[src/design/tpgc_pkg.sv]
`timescale 1ns / 1ps
`default_nettype none
package tpgc_pkg;

   localparam int unsigned WARMUP_STEPS = 20;

   // request codes
   localparam logic [1:0] REQ_RESTART  = 2'd0;
   localparam logic [1:0] REQ_GENERATE = 2'd1;
   localparam logic [1:0] REQ_CHECK    = 2'd2;
   localparam logic [1:0] REQ_STATUS   = 2'd3;

   // pattern modes
   localparam logic [2:0] MODE_INCR       = 3'd0;
   localparam logic [2:0] MODE_ONES       = 3'd1;
   localparam logic [2:0] MODE_ZEROS      = 3'd2;
   localparam logic [2:0] MODE_RANDOM     = 3'd3;
   localparam logic [2:0] MODE_CHECKER    = 3'd4;
   localparam logic [2:0] MODE_WALK_ONES  = 3'd5;
   localparam logic [2:0] MODE_WALK_ZEROS = 3'd6;
   localparam logic [2:0] MODE_ZEROS_ALT  = 3'd7;

   // register indexes (byte address 4*index)
   localparam logic [1:0] REG_PATTERN_MODE    = 2'd0;
   localparam logic [1:0] REG_SEED            = 2'd1;
   localparam logic [1:0] REG_TRANSFER_LENGTH = 2'd2;

   localparam logic [63:0] GEN_A_RESET = 64'h1234_5678_DEAD_BEEF;
   localparam logic [63:0] GEN_B_RESET = 64'h8765_4321_CAFE_BABE;
   localparam logic [31:0] SEED_XOR_A  = 32'hDEAD_BEEF;
   localparam logic [31:0] SEED_XOR_B  = 32'hCAFE_BABE;

   localparam logic [7:0] CHECKER_EVEN = 8'hAA;
   localparam logic [7:0] CHECKER_ODD  = 8'h55;
   localparam logic [7:0] BYTE_ONES    = 8'hFF;
   localparam logic [7:0] BYTE_ZEROS   = 8'h00;

   typedef struct packed {
      logic [7:0]  expected_byte;
      logic [31:0] byte_offset;
      logic        mismatch;
      logic        last_byte;
      logic        error_seen;
      logic [31:0] first_error_offset;
      logic [7:0]  first_error_expected;
      logic [7:0]  first_error_actual;
   } tpgc_result_type;

   typedef logic [127:0] warm_cols_type [128];

   // one xorshift128+ step, state is {word_a, word_b}
   function automatic logic [127:0] gen_step(input logic [127:0] s);
      logic [63:0] x;
      logic [63:0] y;
      logic [63:0] b;
      x = s[127:64];
      y = s[63:0];
      x = x ^ (x << 23);
      b = x ^ y ^ (x >> 18) ^ (y >> 5);
      return {y, b};
   endfunction

   function automatic logic [127:0] warm_state(input logic [127:0] s);
      logic [127:0] t;
      t = s;
      for (int i = 0; i < int'(WARMUP_STEPS); i++) begin
         t = gen_step(t);
      end
      return t;
   endfunction

   // the step is linear over gf(2): response of the warm-up to each state bit
   function automatic warm_cols_type build_warm_cols();
      warm_cols_type cols;
      for (int i = 0; i < 128; i++) begin
         cols[i] = warm_state(128'(1) << i);
      end
      return cols;
   endfunction

   localparam warm_cols_type WARM_COLS = build_warm_cols();

endpackage
`default_nettype wire

[src/design/tpgc_rsp_queue.sv]
`timescale 1ns / 1ps
`default_nettype none
module tpgc_rsp_queue (
   input  wire logic                      clock,
   input  wire logic                      reset,
   input  wire logic                      push,
   input  wire tpgc_pkg::tpgc_result_type push_data,
   output logic                           push_ready,
   output logic                           pop_valid,
   input  wire logic                      pop_ready,
   output tpgc_pkg::tpgc_result_type      pop_data
);
   import tpgc_pkg::*;

   tpgc_result_type entry_ff [2];
   logic [1:0] count_ff;
   logic [1:0] count_in;
   logic       wr_ptr_ff;
   logic       wr_ptr_in;
   logic       rd_ptr_ff;
   logic       rd_ptr_in;
   logic       pop;

   assign push_ready = (count_ff != 2'd2);
   assign pop_valid  = (count_ff != 2'd0);
   assign pop        = pop_valid && pop_ready;
   assign pop_data   = entry_ff[rd_ptr_ff];

   always_comb begin
      wr_ptr_in = wr_ptr_ff ^ push;
      rd_ptr_in = rd_ptr_ff ^ pop;
      count_in  = count_ff + {1'b0, push} - {1'b0, pop};
   end

   always_ff @(posedge clock) begin
      if (reset) begin
         count_ff  <= 2'd0;
         wr_ptr_ff <= 1'b0;
         rd_ptr_ff <= 1'b0;
      end else begin
         count_ff  <= count_in;
         wr_ptr_ff <= wr_ptr_in;
         rd_ptr_ff <= rd_ptr_in;
      end
   end

   always_ff @(posedge clock) begin
      if (push) begin
         entry_ff[wr_ptr_ff] <= push_data;
      end
   end

endmodule
`default_nettype wire

[config.mk]
export PLATFORM = sky130hd
export DESIGN_NAME = tpgc_rsp_queue
export DESIGN_NICKNAME = d
export VERILOG_FILES = /design/src/design/tpgc_pkg.sv /design/src/design/tpgc_rsp_queue.sv
export SDC_FILE = /design/constraint.sdc
export NUM_CORES = 1
export LEC_CHECK = 0
export BUFFER_PORTS_ARGS = -buffer_cell sky130_fd_sc_hd__buf_4
export CELL_PAD_IN_SITES_DETAIL_PLACEMENT = 1
export CELL_PAD_IN_SITES_GLOBAL_PLACEMENT = 2
export CORE_ASPECT_RATIO = 1.5
export CORE_MARGIN = 3
export CORE_UTILIZATION = 36
export CTS_BUF_LIST = sky130_fd_sc_hd__clkbuf_4 sky130_fd_sc_hd__clkbuf_8
export CTS_CLUSTER_DIAMETER = 50
export DETAILED_ROUTE_END_ITERATION = 7
export PLACE_DENSITY_LB_ADDON = 0.1
export SLEW_MARGIN = 20
export SYNTH_ARGS = -nofsm -noshare
export SYNTH_HDL_FRONTEND = slang
export SYNTH_SLANG_ARGS = --single-unit
[constraint.sdc]
create_clock -name clock -period 2.8 [get_ports clock]
set_clock_uncertainty 0.1 [all_clocks]
set_input_delay 0 -clock clock [delete_from_list [all_inputs] [get_ports clock]]
set_output_delay 0 -clock clock [all_outputs]
set_load 0.03 [all_outputs]
==> reports/results.md, run 1 <==
- **met1 Track Usage GR** 0.157
- **crit-path leading delay family** buffers and inverters
- **number of I/O pins** 188
- **end of the worst hold path** entry_ff[1][78]
- **buffers added on ports** 187
- **hold path startpoint** push_data[78]
- **area of the die** 20600 µm²
- **total of warnings raised by yosys** 0
- **nets@finish** 701
- **sort of element at the end of the critical path** flop
- **internal reg-to-reg setup slack** 0.77 ns
- **run status** finished clean
- **worst min-delay path class** primary input to flop
- **length of the first detailed-routing pass in iterations** 4
- **CTS max path bufs** 2
- **setup repair after global routing missed its margin** false
- **final-report setup violation count** 0
- **fraction of synthesized cell area in xor and xnor cells** 0.00331
- **met2 capacity usage during global routing** 0.279
- **initial antenna violation count** 0
- **filler cell count** 1742
- **data arrival at the endpoint of the critical path** 2.26 ns
- **crit-path max cell delay** 0.55 ns
- **Avg Inst Size Synth** 22.4 µm²
- **number of instances in the placed design** 740
- **routed via count** 3838
- **number of core rows** 61
- **met3 track demand over resource** 0.0521
- **mux contribution to synthesized area** 0.152
- **Post-Synthesis Net Count** 403
- **startpoint type of the worst setup path** flop
- **number of register bits inferred by synthesis** 186
- **clock latency at the later pin of the worst-skew pair** 0.43 ns
- **number of resized instances in the post-cts repair step** 0
- **cell seen most often among critical-path stages** sky130_fd_sc_hd__ha_1
- **core region area** 18500 µm²
- **diode count** 0
- **Final Hold Fails** 0
- **Slew HR** 0.691
- **portion of the post-synthesis area used by sequential elements** 0.815
- **top cell type's share of synthesized area** 0.803
- **total routing resource utilization after global routing** 0.151
- **Post-Synth Adder-Cell Area** 0.00735
- **Post-Layout Inst Area** 9880 µm²
- **die width** 118 µm
- **power density over the cells** 733 nW/µm²
- **total wire length** 14.9 mm
- **area growth from synthesis to layout** 45.2%
- **number of cells on the worst reg-to-reg path** 7
- **CP required** 3.03 ns
- **worst flop-to-flop path endpoint** count_ff[1]
- **clock net sink count** 186
- **non-filler instance count after layout** 867
- **max-slew violation count** 0
- **critical path buffer and inverter count** 2
- **simple-gate portion of the synthesized area** 0.00496
- **Antenna Nets Post-Route** 0
- **hold slack final** 0.173 ns
- **largest family of logic cells by synthesized area** multiplexers
- **CTS tree** yes
- **library cells used by synthesis** 13
- **remaining design rule violation count** 0
- **Fmax** 0.493 GHz
- **wire length per cell** 17.2 µm
- **height of the chip** 174 µm
- **Hold Path Stages** 2
- **H-Tree Depth** 4
- **final total negative setup slack** 0 ns
- **most area-consuming cells after synthesis** sky130_fd_sc_hd__edfxtp_1 80%, sky130_fd_sc_hd__mux2_2 15%, sky130_fd_sc_hd__buf_6 1.3%
- **maximum number of pins on one net before global-route repair** 43
- **share of layout cells above drive strength 1** 0.522
- **maximum capacitance violations** 0
- **critical path peak fanout** 4
- **cell type with the highest aggregate area in the netlist** sky130_fd_sc_hd__edfxtp_1
- **master of the slowest instance on the critical path** sky130_fd_sc_hd__dlygate4sd3_1
- **reg2reg start** count_ff[1]
- **number of enable-type register cells in the synthesized netlist** 182
- **instance area after placement** 8540 µm²
- **measured slew at the worst slew-check pin** 0.463 ns
- **VDD IR max** 0.399 mV
- **first-pass GRT wire length** 23.9 mm
- **via count of the first global-routing pass** 4481
- **gpl congestion** 0.694
- **per-cell via count in the routed design** 4.43
- **cell count after synthesis** 304
- **share of the clock period used by the worst path** 0.724
- **global route total overflow** 0
- **Critical Path, Cell by Cell** o21a_1 -> ha_1 -> inv_1 -> ha_1 -> xnor3_1 -> nor2_1 -> dlygate4sd3_1
- **Leakage** 3.68 nW
- **min cycle time layout** 2.03 ns
- **main flop type after synthesis** sky130_fd_sc_hd__edfxtp_1
- **DRC marker count from the first detailed-route iteration** 204
- **startpoint-to-endpoint class of the critical path** flop to flop
- **Compound-Gate Fraction of Synth Area** 0.00110
- **placed wire-length estimate after detailed placement** 9.94 mm
- **Worst-path clk slew** 0.09 ns
- **GR peak layer** met2
- **Root Buffer** sky130_fd_sc_hd__clkbuf_8
- **mapped cell area** 6810 µm²
- **proportion of synthesized flip-flops having asynchronous set or reset** 0
- **number of setup buffers added after CTS** 0
- **initial core utilization** 0.367
- **number of buffers created by CTS** 17
[placed cells by master, fill, tap and decap left out]
cell | netlist | final
sky130_fd_sc_hd__o21a_1 | 1 | 1
sky130_fd_sc_hd__clkbuf_4 | 0 | 2
sky130_fd_sc_hd__buf_4 | 0 | 191
sky130_fd_sc_hd__dfxtp_1 | 4 | 3
sky130_fd_sc_hd__inv_1 | 3 | 3
sky130_fd_sc_hd__dlygate4sd3_1 | 0 | 95
sky130_fd_sc_hd__clkinv_1 | 0 | 1
sky130_fd_sc_hd__clkinvlp_4 | 0 | 4
sky130_fd_sc_hd__clkinv_2 | 0 | 2
sky130_fd_sc_hd__bufinv_16 | 0 | 2
sky130_fd_sc_hd__xnor3_1 | 1 | 1
sky130_fd_sc_hd__clkbuf_8 | 0 | 17
sky130_fd_sc_hd__nor2_1 | 3 | 3
sky130_fd_sc_hd__or2_2 | 1 | 1
sky130_fd_sc_hd__nand2_1 | 1 | 1
sky130_fd_sc_hd__mux2_2 | 92 | 92
sky130_fd_sc_hd__buf_12 | 0 | 3
sky130_fd_sc_hd__inv_6 | 0 | 4
sky130_fd_sc_hd__edfxtp_1 | 182 | 182
sky130_fd_sc_hd__ha_1 | 4 | 2
sky130_fd_sc_hd__nor2b_1 | 2 | 2
sky130_fd_sc_hd__dfxtp_4 | 0 | 1
sky130_fd_sc_hd__ha_4 | 0 | 2
[Yosys cell counts, types with 2 or more instances]
library cell	instances
sky130_fd_sc_hd__buf_6	8
sky130_fd_sc_hd__ha_1	4
sky130_fd_sc_hd__inv_1	3
sky130_fd_sc_hd__nor2b_1	2
sky130_fd_sc_hd__buf_2	2
sky130_fd_sc_hd__dfxtp_1	4
sky130_fd_sc_hd__nor2_1	3
sky130_fd_sc_hd__edfxtp_1	182
sky130_fd_sc_hd__mux2_2	92
[kinds of logic after synthesis]
group           count (synthesis)
flops                         186
mux                            92
buf+inv                        13
simple gates                    7
fa+ha+maj                       4
compound gates                  1
xor+xnor                        1
[final cells by class]
type | count | area [µm²] | area share
sequential | 186 | 5550 | 0.561
clock inverter | 13 | 139 | 0.0141
timing repair buffer | 289 | 2440 | 0.247
inverter | 3 | 11.3 | 0.00114
multi-input combinational | 105 | 1170 | 0.119
tap | 252 | 315 | 0.0319
clock buffer | 19 | 249 | 0.0252
[stage by stage]
stage	utilization	total power [mW]	setup WS, ns
finish	0.533	7.24	0.772
global route	0.533	7.59	0.639
CTS	0.533	7.37	0.716
detailed placement	0.461	5.47	1.02
global placement	0.461	5.43	1.05
floorplan	-	4.73	0.713
[repair_timing]
action                                  in CTS  in global routing
hold buffers                                95                  0
hold endpoints to repair                   186                  0
endpoints found under the setup margin       0                  0
[layer usage]
layer	vias up	share of wire
met2	124	0.56
met3	18	0.061
met4	0	0.021
met5	-	0
met1	1906	0.35
li1	1790	-
[worst max-delay path by stage]
stage / from / to / depth (start not counted)
finish: count_ff[1] / count_ff[1] / 7
global route: count_ff[1] / count_ff[1] / 7
CTS: rd_ptr_ff / pop_data[21] / 3
detailed placement: wr_ptr_ff / entry_ff[0][21] / 3
global placement: wr_ptr_ff / entry_ff[0][25] / 3
floorplan: wr_ptr_ff / entry_ff[0][0] / 2
[power breakdown]
group          leakage [nW]  switching, mW  internal (mW)
clock network         0.188          0.937          0.818
registers              1.74         0.0731           3.26
logic                  1.75           1.18          0.978
[flip-flops by register name, indices dropped and copies added (netlist names)]
name       flops
entry_ff     182
count_ff       2
wr_ptr_ff      1
rd_ptr_ff      1
No activity file was read; power rests on OpenSTA's default activity.
==> inputs of run 2 (changes only) <==
--- a/config.mk
+++ b/config.mk
@@ -5,6 +5,7 @@
 export SDC_FILE = /design/constraint.sdc
 export NUM_CORES = 1
 export LEC_CHECK = 0
+export ABC_AREA = 1
 export BUFFER_PORTS_ARGS = -buffer_cell sky130_fd_sc_hd__buf_4
 export CELL_PAD_IN_SITES_DETAIL_PLACEMENT = 1
 export CELL_PAD_IN_SITES_GLOBAL_PLACEMENT = 2
==> constraint.sdc (replaced) <==
create_clock -name clock -period 1.75 [get_ports clock]
set_clock_uncertainty 0.1 [all_clocks]
set_input_delay 0 -clock clock [delete_from_list [all_inputs] [get_ports clock]]
set_output_delay 0 -clock clock [all_outputs]
set_load 0.03 [all_outputs]
==> run 2 against run 1 <==
Against the previous run: area after synthesis grew 3.9%; clock power rose by 64%; combinational power rose by 120%; synthesized cell count rose by 3.9%; sequential cell count is the same; critical path type is now flop to output port; critical endpoint is now pop_data[19]; largest power group unchanged.
==> reports/results.md, run 2 <==
- **flip-flop count of the largest register after layout** 182, unchanged
- **max-slew violation count** 0, unchanged
- **mapped cell area** 7070 µm², +3.9%
- **reg2reg start** count_ff[1]
- **worst min-delay path class** primary input to flop
- **combinational cell fraction of total power** 0.367, +0.069
- **leading registers by flop count** entry_ff: 182 flops, count_ff: 2 flops
- **remaining design rule violation count** 0, unchanged
- **FF+latch area** 5550 µm², unchanged
- **final-report setup violation count** 0, unchanged
- **number of register bits inferred by synthesis** 186, unchanged
- **internal reg-to-reg setup slack** 0.15 ns, -0.62 ns
- **core occupancy in the finished layout** 0.563, +0.0306
- **main flop type after synthesis** sky130_fd_sc_hd__edfxtp_1
- **number of core rows** 62, +1.6%
- **initial core utilization** 0.367, +0.000459
- **core region area** 19200 µm², +3.7%
- **die width** 120 µm, +1.8%
- **VDD IR max** 0.611 mV, +53%
- **startpoint type of the worst setup path** flop
- **total routing resource utilization after global routing** 0.153, +0.00189
- **maximum number of pins on one net before global-route repair** 61, +42%
- **instance area after placement** 8850 µm², +3.5%
- **startpoint-to-endpoint class of the critical path** flop to output port
- **maximum capacitance violations** 0, unchanged
- **measured slew at the worst slew-check pin** 0.350 ns, -0.113 ns
- **number of I/O pins** 188, unchanged
- **Slew HR** 0.767, +0.0754
- **height of the chip** 178 µm, +1.8%
- **placed wire-length estimate after detailed placement** 9.86 mm, -0.80%
- **CP required** 1.65 ns, -1.38 ns
- **setup repair after global routing missed its margin** true
- **Root Buffer** sky130_fd_sc_hd__clkbuf_8
- **library cells used by synthesis** 13, unchanged
- **length of the first detailed-routing pass in iterations** 4, unchanged
- **sequential fraction of design power** 0.411, -0.049
- **CTS tree** yes
- **run status** finished clean
- **cell count after synthesis** 316, +3.9%
- **DRC marker count from the first detailed-route iteration** 125, -39%
- **commonest cells in the synthesized netlist** 182 x sky130_fd_sc_hd__edfxtp_1, 68 x sky130_fd_sc_hd__mux2_4, 23 x sky130_fd_sc_hd__mux2_2, 9 x sky130_fd_sc_hd__inv_1
- **clock latency at the later pin of the worst-skew pair** 0.44 ns, about the same
- **portion of the post-synthesis area used by sequential elements** 0.784, -0.0303
- **Final Hold Fails** 0, unchanged
- **number of enable-type register cells in the synthesized netlist** 182, unchanged
- **nets@finish** 723, +3.1%
- **worst setup path endpoint** pop_data[19]
- **smallest setup slack after layout** 0.00611 ns, -0.766 ns
- **number of buffers created by CTS** 17, unchanged
- **Top reg by flops** entry_ff
- **power density over the cells** 1190 nW/µm², +63%
- **area of the die** 21400 µm², +3.7%
- **cell type with the highest aggregate area in the netlist** sky130_fd_sc_hd__edfxtp_1
- **hold slack final** 0.174 ns, +0.000185 ns
- **global route total overflow** 0, unchanged
- **per-cell via count in the routed design** 4.49, +1.3%
- **area growth from synthesis to layout** 53.3%
- **CTS max path bufs** 2, unchanged
- **gpl congestion** 0.774, +11%
- **clock net sink count** 186, unchanged
- **via count of the first global-routing pass** 4515, +0.76%
- **data arrival at the endpoint of the critical path** 1.64 ns, -0.62 ns
- **first-pass GRT wire length** 24.8 mm, +3.8%
- **switching share of total power** 0.308, +0.00568
- **reported net switching power** 3.97 mW, +82%
- **dominant cell by count in the synthesized netlist** sky130_fd_sc_hd__edfxtp_1
- **filler cell count** 1817, +4.3%
- **final total negative setup slack** 0 ns, unchanged
- **Fmax** 0.573 GHz
- **sort of element at the end of the critical path** output port
- **share of layout cells above drive strength 1** 0.515, -0.00704
- **Post-Layout Inst Area** 10800 µm², +9.7%
- **Antenna Nets Post-Route** 0, unchanged
- **H-Tree Depth** 4, unchanged
- **Placement Setup Slack** 0.155 ns, -0.862 ns
- **wire length per cell** 18.9 µm, +9.9%
- **routed via count** 4010, +4.5%
- **Leakage** 4.25 nW, +15%
- **min cycle time layout** 1.74 ns
- **share of the clock period used by the worst path** 0.997
- **critical path peak fanout** 11, +7
- **buffers added on ports** 187, unchanged
- **total of warnings raised by yosys** 0, unchanged
- **most area-consuming cells after synthesis** sky130_fd_sc_hd__edfxtp_1 77%, sky130_fd_sc_hd__mux2_4 14%, sky130_fd_sc_hd__mux2_2 3.7%
- **total wire length** 16.9 mm, +13%
- **number of cells on the worst reg-to-reg path** 10, +3
- **most frequent cells in the layout** 182 x sky130_fd_sc_hd__edfxtp_1, 107 x sky130_fd_sc_hd__buf_4, 95 x sky130_fd_sc_hd__dlygate4sd3_1
- **Int Power** 8.94 mW, +77%
- **worst flop-to-flop path endpoint** count_ff[1]
- **initial antenna violation count** 1, +1
- **Worst Setup SP** rd_ptr_ff
- **Post-Synthesis Net Count** 415, +3.0%
- **proportion of power drawn by the clock network** 0.223, -0.019
- **proportion of synthesized flip-flops having asynchronous set or reset** 0, unchanged
- **Worst-path clk slew** 0.09 ns, about the same
- **Avg Inst Size Synth** 22.4 µm², about the same
- **Hold Path Stages** 3, +1
- **top cell type's share of synthesized area** 0.773, -0.0298
- **most common cell after layout, fill and taps aside** sky130_fd_sc_hd__edfxtp_1
- **area of combinational cells with multiple inputs** 1480 µm², +26%
[run 2: final cells by class]
class                           count  share of cell area
Antenna cell                        1            0.000231
Clock buffer                       17              0.0216
Clock inverter                     15              0.0150
Inverter                            9             0.00312
Multi-Input combinational cell    111               0.137
Sequential cell                   186               0.512
Tap cell                          256              0.0295
Timing Repair Buffer              299               0.282
[run 2: metal layers]
layer / global-route usage / wire (µm)
met1: 0.164 / 6040
met2: 0.289 / 9900
met3: 0.0418 / 803
met4: 0.0491 / 195
met5: 0 / 0
[run 2: worst min path at each step]
stage,from,end
2_1_floorplan,reset,wr_ptr_ff
3_3_place_gp,reset,wr_ptr_ff
3_5_place_dp,reset,wr_ptr_ff
4_1_cts,push_data[3],entry_ff[0][3]
5_1_grt,push_data[9],entry_ff[0][9]
6_report,reset,count_ff[0]
[run 2: worst max-delay path, cell delays in order (launching register included)]
cell                        delay [ns]
sky130_fd_sc_hd__dfxtp_4          0.39
sky130_fd_sc_hd__bufbuf_16        0.30
sky130_fd_sc_hd__mux2_2           0.34
sky130_fd_sc_hd__buf_4            0.17
[run 2: stage by stage]
step                total power [mW]  std cells
floorplan                       7.85        316
global placement                9.00        755
detailed placement              9.07        755
CTS                             12.8        890
global route                    13.4        894
finish                          12.9        894
[run 2: kinds of logic (layout without fill, tap and decap cells)]
| kind of cell | after synthesis | in the layout | share of synthesized area |
|---|---|---|---|
| DFF | 186 | 186 | 0.784 |
| muxes | 91 | 91 | 0.181 |
| buffers and inverters | 19 | 340 | 0.0184 |
| and+or+nand+nor | 15 | 15 | 0.00832 |
| adders and majority gates | 4 | 4 | 0.00708 |
| AOI/OAI and AO/OA | 1 | 1 | 0.000707 |
| other | 0 | 1 | 0 |
[run 2: what timing repair did]
item	in CTS	in global routing
endpoints found under the setup margin	91	91
hold buffers	95	0
hold endpoints to repair	186	0
resized for setup	61	46
cloned	5	4
buffers inserted	3	0
[run 2: power groups by stage]
stage	Sequential, mW	Clock (mW)	Combinational, mW
after CTS	5.30	2.99	4.48
after global placement	5.38	0	3.62
after floorplan	5.37	0	2.48
after detailed placement	5.40	0	3.67
after global routing	5.33	3.14	4.97
final	5.30	2.87	4.74
==> inputs of run 3 (changes only) <==
--- a/config.mk
+++ b/config.mk
@@ -15,7 +15,7 @@
 export CTS_BUF_LIST = sky130_fd_sc_hd__clkbuf_4 sky130_fd_sc_hd__clkbuf_8
 export CTS_CLUSTER_DIAMETER = 50
 export DETAILED_ROUTE_END_ITERATION = 7
-export PLACE_DENSITY_LB_ADDON = 0.1
+export PLACE_DENSITY = 0.81
 export SLEW_MARGIN = 20
 export SYNTH_ARGS = -nofsm -noshare
 export SYNTH_HDL_FRONTEND = slang
==> run 3 against run 2 <==
Against the previous run: total power shrank 0.70%; global-route usage grew 1.2 points; highest routed layer unchanged; via count grew 1.3%; count of clock-buffer cells in the layout grew 3; register-to-register slack gained 0.03 ns; critical path type unchanged; sequential power is essentially flat; sequential share of layout area shrank 0.22 points; maximum frequency is essentially flat; hold slack gained 0.0081 ns; final area grew 0.43%; die area is the same.
==> reports/results.md, run 3 (same netlist as run 2, synthesis figures left out) <==
- **die width** 120 µm, unchanged
- **Fmax** 0.573 GHz, about the same
- **proportion of power drawn by the clock network** 0.207, -0.016
- **reported net switching power** 3.91 mW, -1.5%
- **area growth from synthesis to layout** 54.0%
- **via count of the first global-routing pass** 4694, +4.0%
- **number of core rows** 62, unchanged
- **share of the clock period used by the worst path** 0.997, about the same
- **startpoint-to-endpoint class of the critical path** flop to output port
- **initial core utilization** 0.367, unchanged
- **Leakage** 4.28 nW, +0.85%
- **clock latency at the later pin of the worst-skew pair** 0.44 ns, about the same
- **crit-path max cell delay** 0.41 ns, +0.02 ns
- **Slew HR** 0.738, -0.0282
- **critical path buffer and inverter count** 3, +1
- **per-cell via count in the routed design** 4.52, +0.87%
- **leading registers by flop count** entry_ff: 182 flops, count_ff: 2 flops
- **run status** finished clean
- **H-Tree Depth** 4, unchanged
- **switching share of total power** 0.305, -0.00240
- **maximum number of pins on one net before global-route repair** 68, +11%
- **critical path peak fanout** 7, -4
- **final-report setup violation count** 0, unchanged
- **global route total overflow** 0, unchanged
- **Worst-path clk slew** 0.09 ns, about the same
- **routed via count** 4063, +1.3%
- **smallest setup slack after layout** 0.00455 ns, -0.00156 ns
- **length of the first detailed-routing pass in iterations** 5, +1
- **initial antenna violation count** 0, -1
- **CP required** 1.65 ns, about the same
- **CTS tree** yes
- **Final Hold Fails** 0, unchanged
- **total routing resource utilization after global routing** 0.166, +0.0125
- **CTS max path bufs** 2, unchanged
- **area of the die** 21400 µm², unchanged
- **number of instances in the placed design** 758, +0.40%
- **instance area after placement** 8860 µm², +0.11%
- **number of I/O pins** 188, unchanged
- **total wire length** 18.3 mm, +7.9%
- **startpoint type of the worst setup path** flop
- **Int Power** 8.91 mW, -0.36%
- **Post-Layout Inst Area** 10900 µm², +0.43%
- **measured slew at the worst slew-check pin** 0.393 ns, +0.0424 ns
- **flip-flop count of the largest register after layout** 182, unchanged
- **most frequent cells in the layout** 182 x sky130_fd_sc_hd__edfxtp_1, 104 x sky130_fd_sc_hd__buf_4, 95 x sky130_fd_sc_hd__dlygate4sd3_1
- **wire length per cell** 20.3 µm, +7.4%
- **Critical Path, Cell by Cell** buf_12 -> clkbuf_16 -> mux2_4 -> buf_6
- **power density over the cells** 1180 nW/µm², -1.1%
- **Antenna Nets Post-Route** 0, unchanged
- **worst min-delay path class** primary input to flop
- **placed wire-length estimate after detailed placement** 10.1 mm, +2.3%
- **buffers added on ports** 187, unchanged
- **share of layout cells above drive strength 1** 0.519, +0.00378
- **height of the chip** 178 µm, unchanged
- **final total negative setup slack** 0 ns, unchanged
- **non-filler instance count after layout** 898, +0.45%
- **most common cell after layout, fill and taps aside** sky130_fd_sc_hd__edfxtp_1
- **Placement Setup Slack** 0.198 ns, +0.0433 ns
- **crit-path leading delay family** buffers and inverters
- **DRC marker count from the first detailed-route iteration** 186, +49%
- **first-pass GRT wire length** 26.4 mm, +6.5%
- **min cycle time layout** 1.75 ns, +0.00156 ns
- **maximum capacitance violations** 0, unchanged
- **VDD IR max** 0.685 mV, +12%
- **number of buffers created by CTS** 17, unchanged
- **data arrival at the endpoint of the critical path** 1.65 ns, about the same
- **Top reg by flops** entry_ff
- **diode count** 0, -1
- **sequential fraction of design power** 0.415, +0.004
- **gpl congestion** 0.715, -7.6%
- **remaining design rule violation count** 0, unchanged
- **combinational cell fraction of total power** 0.378, +0.011
- **max-slew violation count** 0, unchanged
- **clock net sink count** 186, unchanged
- **sort of element at the end of the critical path** output port
- **nets@finish** 729, +0.83%
- **Root Buffer** sky130_fd_sc_hd__clkbuf_8
- **setup repair after global routing missed its margin** true
- **master of the slowest instance on the critical path** sky130_fd_sc_hd__dfxtp_4
- **core region area** 19200 µm², unchanged
- **hold slack final** 0.182 ns, +0.00813 ns
run 3: routing by layer:
layer  GRT usage  vias to the layer above  routed length [µm]
met4      0.0529                        0                 310
met1       0.169                     2062                6240
met3      0.0424                       22                 770
met5           0                        -                   0
li1            -                     1855                   -
met2       0.324                      124               11000
run 3: through the flow:
stage	total power, mW	utilization
global route	13.4	0.566
global placement	9.01	0.460
finish	12.8	0.566
CTS	12.5	0.552
floorplan	7.85	-
detailed placement	9.09	0.460
run 3: power by group through the flow:
stage                     clock [mW]  combinational (mW)  sequential (mW)
after floorplan                    0                2.48             5.37
after global placement             0                3.59             5.42
after detailed placement           0                3.65             5.44
after CTS                       2.74                4.49             5.31
after global routing            2.93                5.08             5.35
final                           2.66                4.84             5.32
run 3: worst paths after layout:
kind | from | endpoint | slack [ns] | cells after the start
hold reg to reg | count_ff[1] | count_ff[1] | 0.50 | 3
hold / removal | push_data[15] | entry_ff[1][15] | 0.18 | 2
setup reg to reg | count_ff[1] | count_ff[1] | 0.18 | 10
setup / recovery | rd_ptr_ff | pop_data[47] | 0.005 | 4
run 3: what timing repair did:
action / in CTS / in global routing
hold buffers: 95 / 0
endpoints found under the setup margin: 86 / 90
setup buffers: 4 / 2
endpoints found under the hold margin: 186 / 0
cloned: 3 / 5
gates resized for setup: 89 / 32
run 3: final cells by class:
type	count	area, µm²
clock inverters	11	97.6
repair buffers	305	3130
flip-flops and latches	186	5550
well taps	256	320
fillers	1772	8350
clock buffers	20	256
multi-input cells	111	1500
inverters	9	33.8
